===== src/design/oatc_pkg.sv =====
// ----------------------------------------------------------------------------
// Obstacle avoid turn controller package
// Shared widths, codes and structures for the turn controller and its scan
// window tracker.
// ----------------------------------------------------------------------------
`default_nettype none

package oatc_pkg;

    localparam int MAX_SCAN = 4096;
    localparam int IDX_W    = $clog2(MAX_SCAN);

    localparam int RANGE_W  = 16;
    localparam int SKIP_W   = 10;
    localparam int SCAN_W   = 13;
    localparam int ZAI_W    = 12;
    localparam int TICK_W   = 16;
    localparam int STEP_W   = 6;
    localparam int COUNT_W  = 16;
    localparam int CFG_W    = 16;
    localparam int CFG_IDX_W = 3;

    localparam int SUM_W = ((IDX_W > SCAN_W) ? IDX_W : SCAN_W) + 1;
    localparam int CMP_W = (IDX_W > ZAI_W) ? IDX_W : ZAI_W;

    localparam logic [IDX_W-1:0]   IDX_MAX   = IDX_W'(MAX_SCAN - 1);
    localparam logic [RANGE_W-1:0] RANGE_MAX = '1;
    localparam logic [TICK_W-1:0]  TICK_MAX  = '1;

    typedef enum logic [1:0] {
        MODE_START   = 2'd0,
        MODE_ADVANCE = 2'd1,
        MODE_TURN    = 2'd2
    } mode_t;

    typedef enum logic [1:0] {
        DRV_STOP  = 2'd0,
        DRV_FWD   = 2'd1,
        DRV_RIGHT = 2'd2,
        DRV_LEFT  = 2'd3
    } drive_t;

    typedef enum logic [CFG_IDX_W-1:0] {
        CFG_THRESHOLD  = 3'd0,
        CFG_EDGE_SKIP  = 3'd1,
        CFG_SCAN_LEN   = 3'd2,
        CFG_ZERO_ANGLE = 3'd3,
        CFG_WAIT_TICKS = 3'd4,
        CFG_STEP_LIMIT = 3'd5
    } cfg_idx_t;

    typedef struct packed {
        logic [SKIP_W-1:0] edge_skip;
        logic [SCAN_W-1:0] scan_length;
    } win_cfg_t;

    typedef struct packed {
        logic [RANGE_W-1:0] min_mm;
        logic [IDX_W-1:0]   min_idx;
    } win_t;

endpackage

`default_nettype wire


===== src/design/oatc_window.sv =====
// ----------------------------------------------------------------------------
// Scan window minimum tracker
// Counts samples within a scan and keeps the first minimum range inside the
// window that leaves out edge_skip samples at each end.
// ----------------------------------------------------------------------------
`default_nettype none

module oatc_window
    import oatc_pkg::*;
(
    input  wire logic               clk,
    input  wire logic               rst_n,
    input  wire logic               step,
    input  wire logic               scan_end,
    input  wire logic [RANGE_W-1:0] range_mm,
    input  wire win_cfg_t           cfg,
    output win_t                    win
);

    logic [IDX_W-1:0]   sample_index_reg;
    logic [IDX_W-1:0]   sample_index_next;
    logic [RANGE_W-1:0] min_reg;
    logic [RANGE_W-1:0] min_next;
    logic [IDX_W-1:0]   min_idx_reg;
    logic [IDX_W-1:0]   min_idx_next;
    logic               in_window;
    logic [SUM_W-1:0]   far_edge;

    always_comb
    begin
        far_edge  = SUM_W'(sample_index_reg) + SUM_W'(cfg.edge_skip);
        in_window = (SUM_W'(sample_index_reg) >= SUM_W'(cfg.edge_skip))
                    && (far_edge < SUM_W'(cfg.scan_length))
                    && (range_mm < min_reg);
        win.min_mm  = in_window ? range_mm : min_reg;
        win.min_idx = in_window ? sample_index_reg : min_idx_reg;

        sample_index_next = sample_index_reg;
        min_next          = min_reg;
        min_idx_next      = min_idx_reg;
        if (step)
        begin
            if (scan_end)
            begin
                sample_index_next = '0;
                min_next          = RANGE_MAX;
                min_idx_next      = '0;
            end
            else
            begin
                if (sample_index_reg != IDX_MAX)
                begin
                    sample_index_next = sample_index_reg + 1'b1;
                end
                min_next     = win.min_mm;
                min_idx_next = win.min_idx;
            end
        end
    end

    always_ff @(posedge clk or negedge rst_n)
    begin
        if (!rst_n)
        begin
            sample_index_reg <= '0;
            min_reg          <= RANGE_MAX;
            min_idx_reg      <= '0;
        end
        else
        begin
            sample_index_reg <= sample_index_next;
            min_reg          <= min_next;
            min_idx_reg      <= min_idx_next;
        end
    end

endmodule

`default_nettype wire


===== src/design/obstacle_avoid_turn_controller.sv =====
// ----------------------------------------------------------------------------
// Obstacle avoid turn controller
// Tracks the minimum laser range of each scan and runs the start, advance and
// turn mode machine at every scan end to issue drive commands.
//
// Channel   Direction  Handshake            Payload
// in        input      in_valid/in_stall    op, range_mm, last
// out       output     out_valid/out_stall  mode, drive, sent, left_avoided,
//                                           right_avoided, scan_min_mm
// cfg       input      cfg_we               cfg_index, cfg_data
//
// One item per cycle is sustained while out_stall is low; each item waits in
// the input register while the state update is computed, and its result is
// offered from the state registers, which themselves form the result
// register. A stalled result holds the state, and one more item waits in the
// input register. Reset clears all state at once; no clearing pass is needed.
// ----------------------------------------------------------------------------
`default_nettype none

module obstacle_avoid_turn_controller
    import oatc_pkg::*;
(
    input  wire logic                 clk,
    input  wire logic                 rst_n,
    input  wire logic                 in_valid,
    output logic                      in_stall,
    input  wire logic                 op,
    input  wire logic [RANGE_W-1:0]   range_mm,
    input  wire logic                 last,
    output logic                      out_valid,
    input  wire logic                 out_stall,
    output logic [1:0]                mode,
    output logic [1:0]                drive,
    output logic                      sent,
    output logic [COUNT_W-1:0]        left_avoided,
    output logic [COUNT_W-1:0]        right_avoided,
    output logic [RANGE_W-1:0]        scan_min_mm,
    input  wire logic                 cfg_we,
    input  wire logic [CFG_IDX_W-1:0] cfg_index,
    input  wire logic [CFG_W-1:0]     cfg_data
);

    logic [RANGE_W-1:0] threshold_reg;
    logic [SKIP_W-1:0]  edge_skip_reg;
    logic [SCAN_W-1:0]  scan_length_reg;
    logic [ZAI_W-1:0]   zero_angle_reg;
    logic [TICK_W-1:0]  wait_ticks_reg;
    logic [STEP_W-1:0]  step_limit_reg;

    logic               in_valid_reg;
    logic               op_reg;
    logic [RANGE_W-1:0] range_reg;
    logic               last_reg;

    logic               out_valid_reg;
    logic               out_valid_next;
    logic               sent_reg;
    logic               sent_next;
    mode_t              mode_reg;
    mode_t              mode_next;
    drive_t             drive_reg;
    drive_t             drive_next;
    logic [TICK_W-1:0]  elapsed_reg;
    logic [TICK_W-1:0]  elapsed_next;
    logic [STEP_W-1:0]  turn_steps_reg;
    logic [STEP_W-1:0]  turn_steps_next;
    logic [COUNT_W-1:0] left_count_reg;
    logic [COUNT_W-1:0] left_count_next;
    logic [COUNT_W-1:0] right_count_reg;
    logic [COUNT_W-1:0] right_count_next;
    logic [RANGE_W-1:0] scan_min_reg;
    logic [RANGE_W-1:0] scan_min_next;

    logic               advance;
    logic               sample_step;
    logic               scan_end;
    logic               blocked;
    win_cfg_t           win_cfg;
    win_t               win;

    always_ff @(posedge clk or negedge rst_n)
    begin
        if (!rst_n)
        begin
            threshold_reg   <= RANGE_W'(500);
            edge_skip_reg   <= SKIP_W'(100);
            scan_length_reg <= SCAN_W'(600);
            zero_angle_reg  <= ZAI_W'(300);
            wait_ticks_reg  <= TICK_W'(1000);
            step_limit_reg  <= STEP_W'(18);
        end
        else if (cfg_we)
        begin
            case (cfg_idx_t'(cfg_index))
                CFG_THRESHOLD:  threshold_reg   <= cfg_data[RANGE_W-1:0];
                CFG_EDGE_SKIP:  edge_skip_reg   <= cfg_data[SKIP_W-1:0];
                CFG_SCAN_LEN:   scan_length_reg <= cfg_data[SCAN_W-1:0];
                CFG_ZERO_ANGLE: zero_angle_reg  <= cfg_data[ZAI_W-1:0];
                CFG_WAIT_TICKS: wait_ticks_reg  <= cfg_data[TICK_W-1:0];
                CFG_STEP_LIMIT: step_limit_reg  <= cfg_data[STEP_W-1:0];
                default:        ;
            endcase
        end
    end

    assign advance  = in_valid_reg && (!out_valid_reg || !out_stall);
    assign in_stall = in_valid_reg && !advance;

    always_ff @(posedge clk or negedge rst_n)
    begin
        if (!rst_n)
        begin
            in_valid_reg <= 1'b0;
        end
        else if (!in_stall)
        begin
            in_valid_reg <= in_valid;
        end
    end

    always_ff @(posedge clk)
    begin
        if (in_valid && !in_stall)
        begin
            op_reg    <= op;
            range_reg <= range_mm;
            last_reg  <= last;
        end
    end

    assign sample_step         = advance && !op_reg;
    assign scan_end            = sample_step && last_reg;
    assign win_cfg.edge_skip   = edge_skip_reg;
    assign win_cfg.scan_length = scan_length_reg;

    oatc_window u_window (
        .clk      (clk),
        .rst_n    (rst_n),
        .step     (sample_step),
        .scan_end (last_reg),
        .range_mm (range_reg),
        .cfg      (win_cfg),
        .win      (win)
    );

    assign blocked = win.min_mm < threshold_reg;

    always_comb
    begin
        out_valid_next   = advance || (out_valid_reg && out_stall);
        sent_next        = sent_reg;
        mode_next        = mode_reg;
        drive_next       = drive_reg;
        elapsed_next     = elapsed_reg;
        turn_steps_next  = turn_steps_reg;
        left_count_next  = left_count_reg;
        right_count_next = right_count_reg;
        scan_min_next    = scan_min_reg;

        if (advance)
        begin
            sent_next = 1'b0;
            if (op_reg && (elapsed_reg != TICK_MAX))
            begin
                elapsed_next = elapsed_reg + 1'b1;
            end
        end

        if (scan_end)
        begin
            scan_min_next = win.min_mm;
            case (mode_reg)
                MODE_START:
                begin
                    drive_next      = DRV_FWD;
                    sent_next       = 1'b1;
                    turn_steps_next = '0;
                    mode_next       = MODE_ADVANCE;
                end
                MODE_ADVANCE:
                begin
                    if (blocked)
                    begin
                        elapsed_next = '0;
                        if (CMP_W'(win.min_idx) > CMP_W'(zero_angle_reg))
                        begin
                            left_count_next = left_count_reg + 1'b1;
                            drive_next      = DRV_RIGHT;
                        end
                        else
                        begin
                            right_count_next = right_count_reg + 1'b1;
                            drive_next       = DRV_LEFT;
                        end
                        sent_next       = 1'b1;
                        turn_steps_next = STEP_W'(1);
                        mode_next       = MODE_TURN;
                    end
                end
                MODE_TURN:
                begin
                    if (elapsed_reg > wait_ticks_reg)
                    begin
                        if (blocked && (turn_steps_reg < step_limit_reg))
                        begin
                            elapsed_next    = '0;
                            sent_next       = 1'b1;
                            turn_steps_next = turn_steps_reg + 1'b1;
                        end
                        else
                        begin
                            drive_next = DRV_STOP;
                            mode_next  = MODE_START;
                        end
                    end
                end
                default:
                begin
                    mode_next = MODE_START;
                end
            endcase
        end
    end

    always_ff @(posedge clk or negedge rst_n)
    begin
        if (!rst_n)
        begin
            out_valid_reg   <= 1'b0;
            sent_reg        <= 1'b0;
            mode_reg        <= MODE_START;
            drive_reg       <= DRV_FWD;
            elapsed_reg     <= '0;
            turn_steps_reg  <= '0;
            left_count_reg  <= '0;
            right_count_reg <= '0;
            scan_min_reg    <= RANGE_MAX;
        end
        else
        begin
            out_valid_reg   <= out_valid_next;
            sent_reg        <= sent_next;
            mode_reg        <= mode_next;
            drive_reg       <= drive_next;
            elapsed_reg     <= elapsed_next;
            turn_steps_reg  <= turn_steps_next;
            left_count_reg  <= left_count_next;
            right_count_reg <= right_count_next;
            scan_min_reg    <= scan_min_next;
        end
    end

    assign out_valid     = out_valid_reg;
    assign mode          = mode_reg;
    assign drive         = drive_reg;
    assign sent          = sent_reg;
    assign left_avoided  = left_count_reg;
    assign right_avoided = right_count_reg;
    assign scan_min_mm   = scan_min_reg;

    // A command is only ever sent as forward or as a turn, never as stop.
    assert property (@(posedge clk) disable iff (!rst_n)
        sent_reg |-> (drive_reg != DRV_STOP))
        else $error("sent flag with a stop command");

    // Each mode holds only the commands that belong to it.
    assert property (@(posedge clk) disable iff (!rst_n)
        (mode_reg == MODE_ADVANCE) |-> (drive_reg == DRV_FWD))
        else $error("advance mode without forward command");

    assert property (@(posedge clk) disable iff (!rst_n)
        (mode_reg == MODE_TURN) |->
            ((drive_reg == DRV_RIGHT || drive_reg == DRV_LEFT)
             && (turn_steps_reg != '0)))
        else $error("turn mode without a turn command or step");

    // The avoidance counters move only with a newly sent turn to the far side.
    assert property (@(posedge clk) disable iff (!rst_n)
        (left_count_reg != $past(left_count_reg)) |->
            (sent_reg && drive_reg == DRV_RIGHT && mode_reg == MODE_TURN))
        else $error("left count changed without a right turn");

    assert property (@(posedge clk) disable iff (!rst_n)
        (right_count_reg != $past(right_count_reg)) |->
            (sent_reg && drive_reg == DRV_LEFT && mode_reg == MODE_TURN))
        else $error("right count changed without a left turn");

endmodule

`default_nettype wire


===== config.mk =====
export PLATFORM = sky130hd
export DESIGN_NAME = obstacle_avoid_turn_controller
export DESIGN_NICKNAME = d
export VERILOG_FILES = /design/src/design/oatc_pkg.sv /design/src/design/oatc_window.sv /design/src/design/obstacle_avoid_turn_controller.sv
export SDC_FILE = /design/constraint.sdc
export NUM_CORES = 1
export LEC_CHECK = 0
export CAP_MARGIN = 10
export CORE_ASPECT_RATIO = 1.2
export CORE_MARGIN = 1
export CORE_UTILIZATION = 33
export DETAILED_ROUTE_END_ITERATION = 10
export DONT_BUFFER_PORTS = 1
export PLACE_DENSITY = 0.56
export SYNTH_ARGS = -nofsm -noshare
export SYNTH_HDL_FRONTEND = slang
export SYNTH_SLANG_ARGS = --single-unit

===== constraint.sdc =====
create_clock -name clk -period 9.54 [get_ports clk]
set_input_delay 0 -clock clk [delete_from_list [all_inputs] [get_ports clk]]
set_output_delay 0 -clock clk [all_outputs]
set_load 0.05 [all_outputs]

==> out/metrics.yaml <==
outcome: "finished clean"
dp.cells: 1573
netlist_area_sq_um: 11350
synth_top_flop_cell: "dfrtp_1"
p_per_area_nw_per_um2: 226.7
grt_overflow: 0
root_buffer: "clkbuf_16"
final_common_cell: "nand2_1"
tightest_slew_ns: 1.184
ys_ff_latch: 208
wl_per_cell_um: 17.15
htreeDepth: 1
synth_edf_count: 18
ant_nets: 0
yosysSeqAreaShare: 0.4731
power.leakage_nw: 6.126
maxSlewViolCount: 0
ys_warn_count: 0
cts_num_sinks: 208
nets: 1350
synthesis.area_per_instance_sq_um: 9.909
layout-drive-gt1-share: 0.1327
io_buffers: 0
grt_pass1_wl_mm: 45.80
fmax_mhz: 138.4
max_cap_violations: 0
vdd_drop_max_mv: 0.1526
grt_pass1_vias: 8387
synthArstFlopShare: 0.9135
syn_to_final_growth_pct: 17.15
tns_ns: 0
vias: 8303
slew_headroom: 0.2104
cts_tree: "yes"
min_period_over_period: 0.7574
clk_latency_ns: 0.54
pin_count: 97
grt_max_degree: 191
cts_made_buffers: 25
mostFrequentLayoutCells: "nand2_1, dfrtp_1, inv_1, ha_1, o21ai_0"
hpwl_mm: 19.97
fin_ws_ns: 2.314
dr.pass1.iters: 7
endpoint_kind: "register"
worstPathArrival_ns: 7.63
core_sq_um: 33980
power_mw: 3.013
cpMaxStageDelayCell: "or3_1"
path_class: "reg -> reg"
die_x_um: 171.3
hold_viol_final: 0
drt-vias-per-instance: 4.945
cts_resized: 0
slowest_delay_ns: 0.53
cp-start-kind: "register"
final_cells: 1679
critPathRequiredTime_ns: 9.95
clockBufferDepth: 3
layout_min_cycle_time_ns: 7.226
fp-row-count: 74
setup_violations: 0
drc: 0
final_util: 0.3912
die_h_um: 205.1
clock_skew_ns: 0.01821
grt_usage: 0.1676
crit_path_max_fanout: 46
die_area_sq_um: 35130
start_util: 0.3339
hp-class: "in -> reg"
postSynthCellCount: 1145
wirelength_mm: 28.79
synth_nets: 1292
antenna_found_initial: 4
drt_iter0_drc: 387
rsz0062_at_grt: "false"
ys_types: 61
place_ws_ns: 2.330
clk_pin_slew_worst_paths_ns: 0.06
place.gp.congestion: 0.8361
[routing by layer]
metal | share of wire | vias to the layer above | track usage
li1 | - | 4058 | -
met4 | 0.023 | 2 | 0.04815
met5 | 0.00038 | - | 0
met3 | 0.040 | 45 | 0.02338
met1 | 0.43 | 4056 | 0.2087
met2 | 0.51 | 142 | 0.2983
[per-stage QoR]
step / instance area (sq um) / hold WS, ns
3_3_place_gp: 11820 / -0.2824
6_report: 13290 / 0.003720
5_1_grt: 13290 / 0.02016
2_1_floorplan: 11350 / -0.2956
3_5_place_dp: 11820 / -0.2829
4_1_cts: 13290 / 0.003535
[worst max-delay path, delay by kind of cell (launching register included)]
family	cells	cell delay (ns)
compound gates	16	3.29
fa+ha+maj	4	1.06
buf+inv	3	0.79
flops	1	0.43
simple gates	8	1.46
[logic make-up (layout without fill, tap and decap cells)]
family,Yosys count,after routing,synth area share
and+or+nand+nor,368,368,0.1500
other,0,2,0
buffers and inverters,146,222,0.05040
AOI/OAI and AO/OA,212,212,0.1193
DFF,208,208,0.4731
xor gates and xnor gates,63,63,0.04863
adders and majority gates,105,105,0.1165
muxes,43,43,0.04213
[layout make-up]
class | instances | area, sq um
timing repair buffer | 65 | 653.1
tap | 456 | 570.5
multi-input combinational | 791 | 5419
clock buffer | 36 | 716.9
clock inverter | 9 | 138.9
antenna | 2 | 5.005
fill | 3356 | 20690
sequential | 208 | 5368
inverter | 112 | 420.4
[Yosys cell counts (9+ instances only)]
cell type	n	share of area
a22o_1	12	0.0093
a21o_1	17	0.011
nand4_1	22	0.012
o21ai_0	89	0.039
xor2_1	35	0.027
o21a_1	9	0.0060
xnor2_1	28	0.022
mux2_2	38	0.038
nor3_1	21	0.0093
dfrtp_1	132	0.29
nor2_2	10	0.0055
nand3_1	34	0.015
ha_1	104	0.11
dfstp_2	58	0.13
clkbuf_1	28	0.0093
edfxtp_1	18	0.048
inv_1	112	0.037
nor2_1	67	0.022
a21oi_1	41	0.018
and3_1	16	0.0088
nand2_1	158	0.052
[power breakdown]
part / leakage, nW / internal (mW) / switching, mW
clock: 0.423 / 0.605 / 0.382
sequential: 2.51 / 1.09 / 0.244
combinational: 3.19 / 0.286 / 0.404
total: 6.13 / 1.98 / 1.03
[worst paths after layout]
check                                                          from                                  end  slack [ns]  depth (start not counted)
setup / recovery           u_window.sample_index_reg[0]$_DFFE_PN0P_             elapsed_reg[3]$_DFF_PN0_        2.31                         31
hold / removal                                         cfg_index[2]        step_limit_reg[5]$_DFFE_PN0P_       0.004                          2
setup reg to reg           u_window.sample_index_reg[0]$_DFFE_PN0P_             elapsed_reg[3]$_DFF_PN0_        2.31                         31
hold reg to reg                 u_window.min_idx_reg[0]$_DFFE_PN0P_  u_window.min_idx_reg[0]$_DFFE_PN0P_        0.48                          2
max in group asynchronous                                     rst_n       scan_length_reg[1]$_DFFE_PN0P_        8.46                          2
min in group asynchronous                                     rst_n         left_avoided[13]$_DFFE_PN0P_        0.18                          2
[what timing repair did]
item / 4_1_cts / 5_1_grt
hold endpoints to repair: 285 / 0
setup buffers: 0 / 0
hold buffers: 59 / 0
No activity file was read; power rests on OpenSTA's default activity.
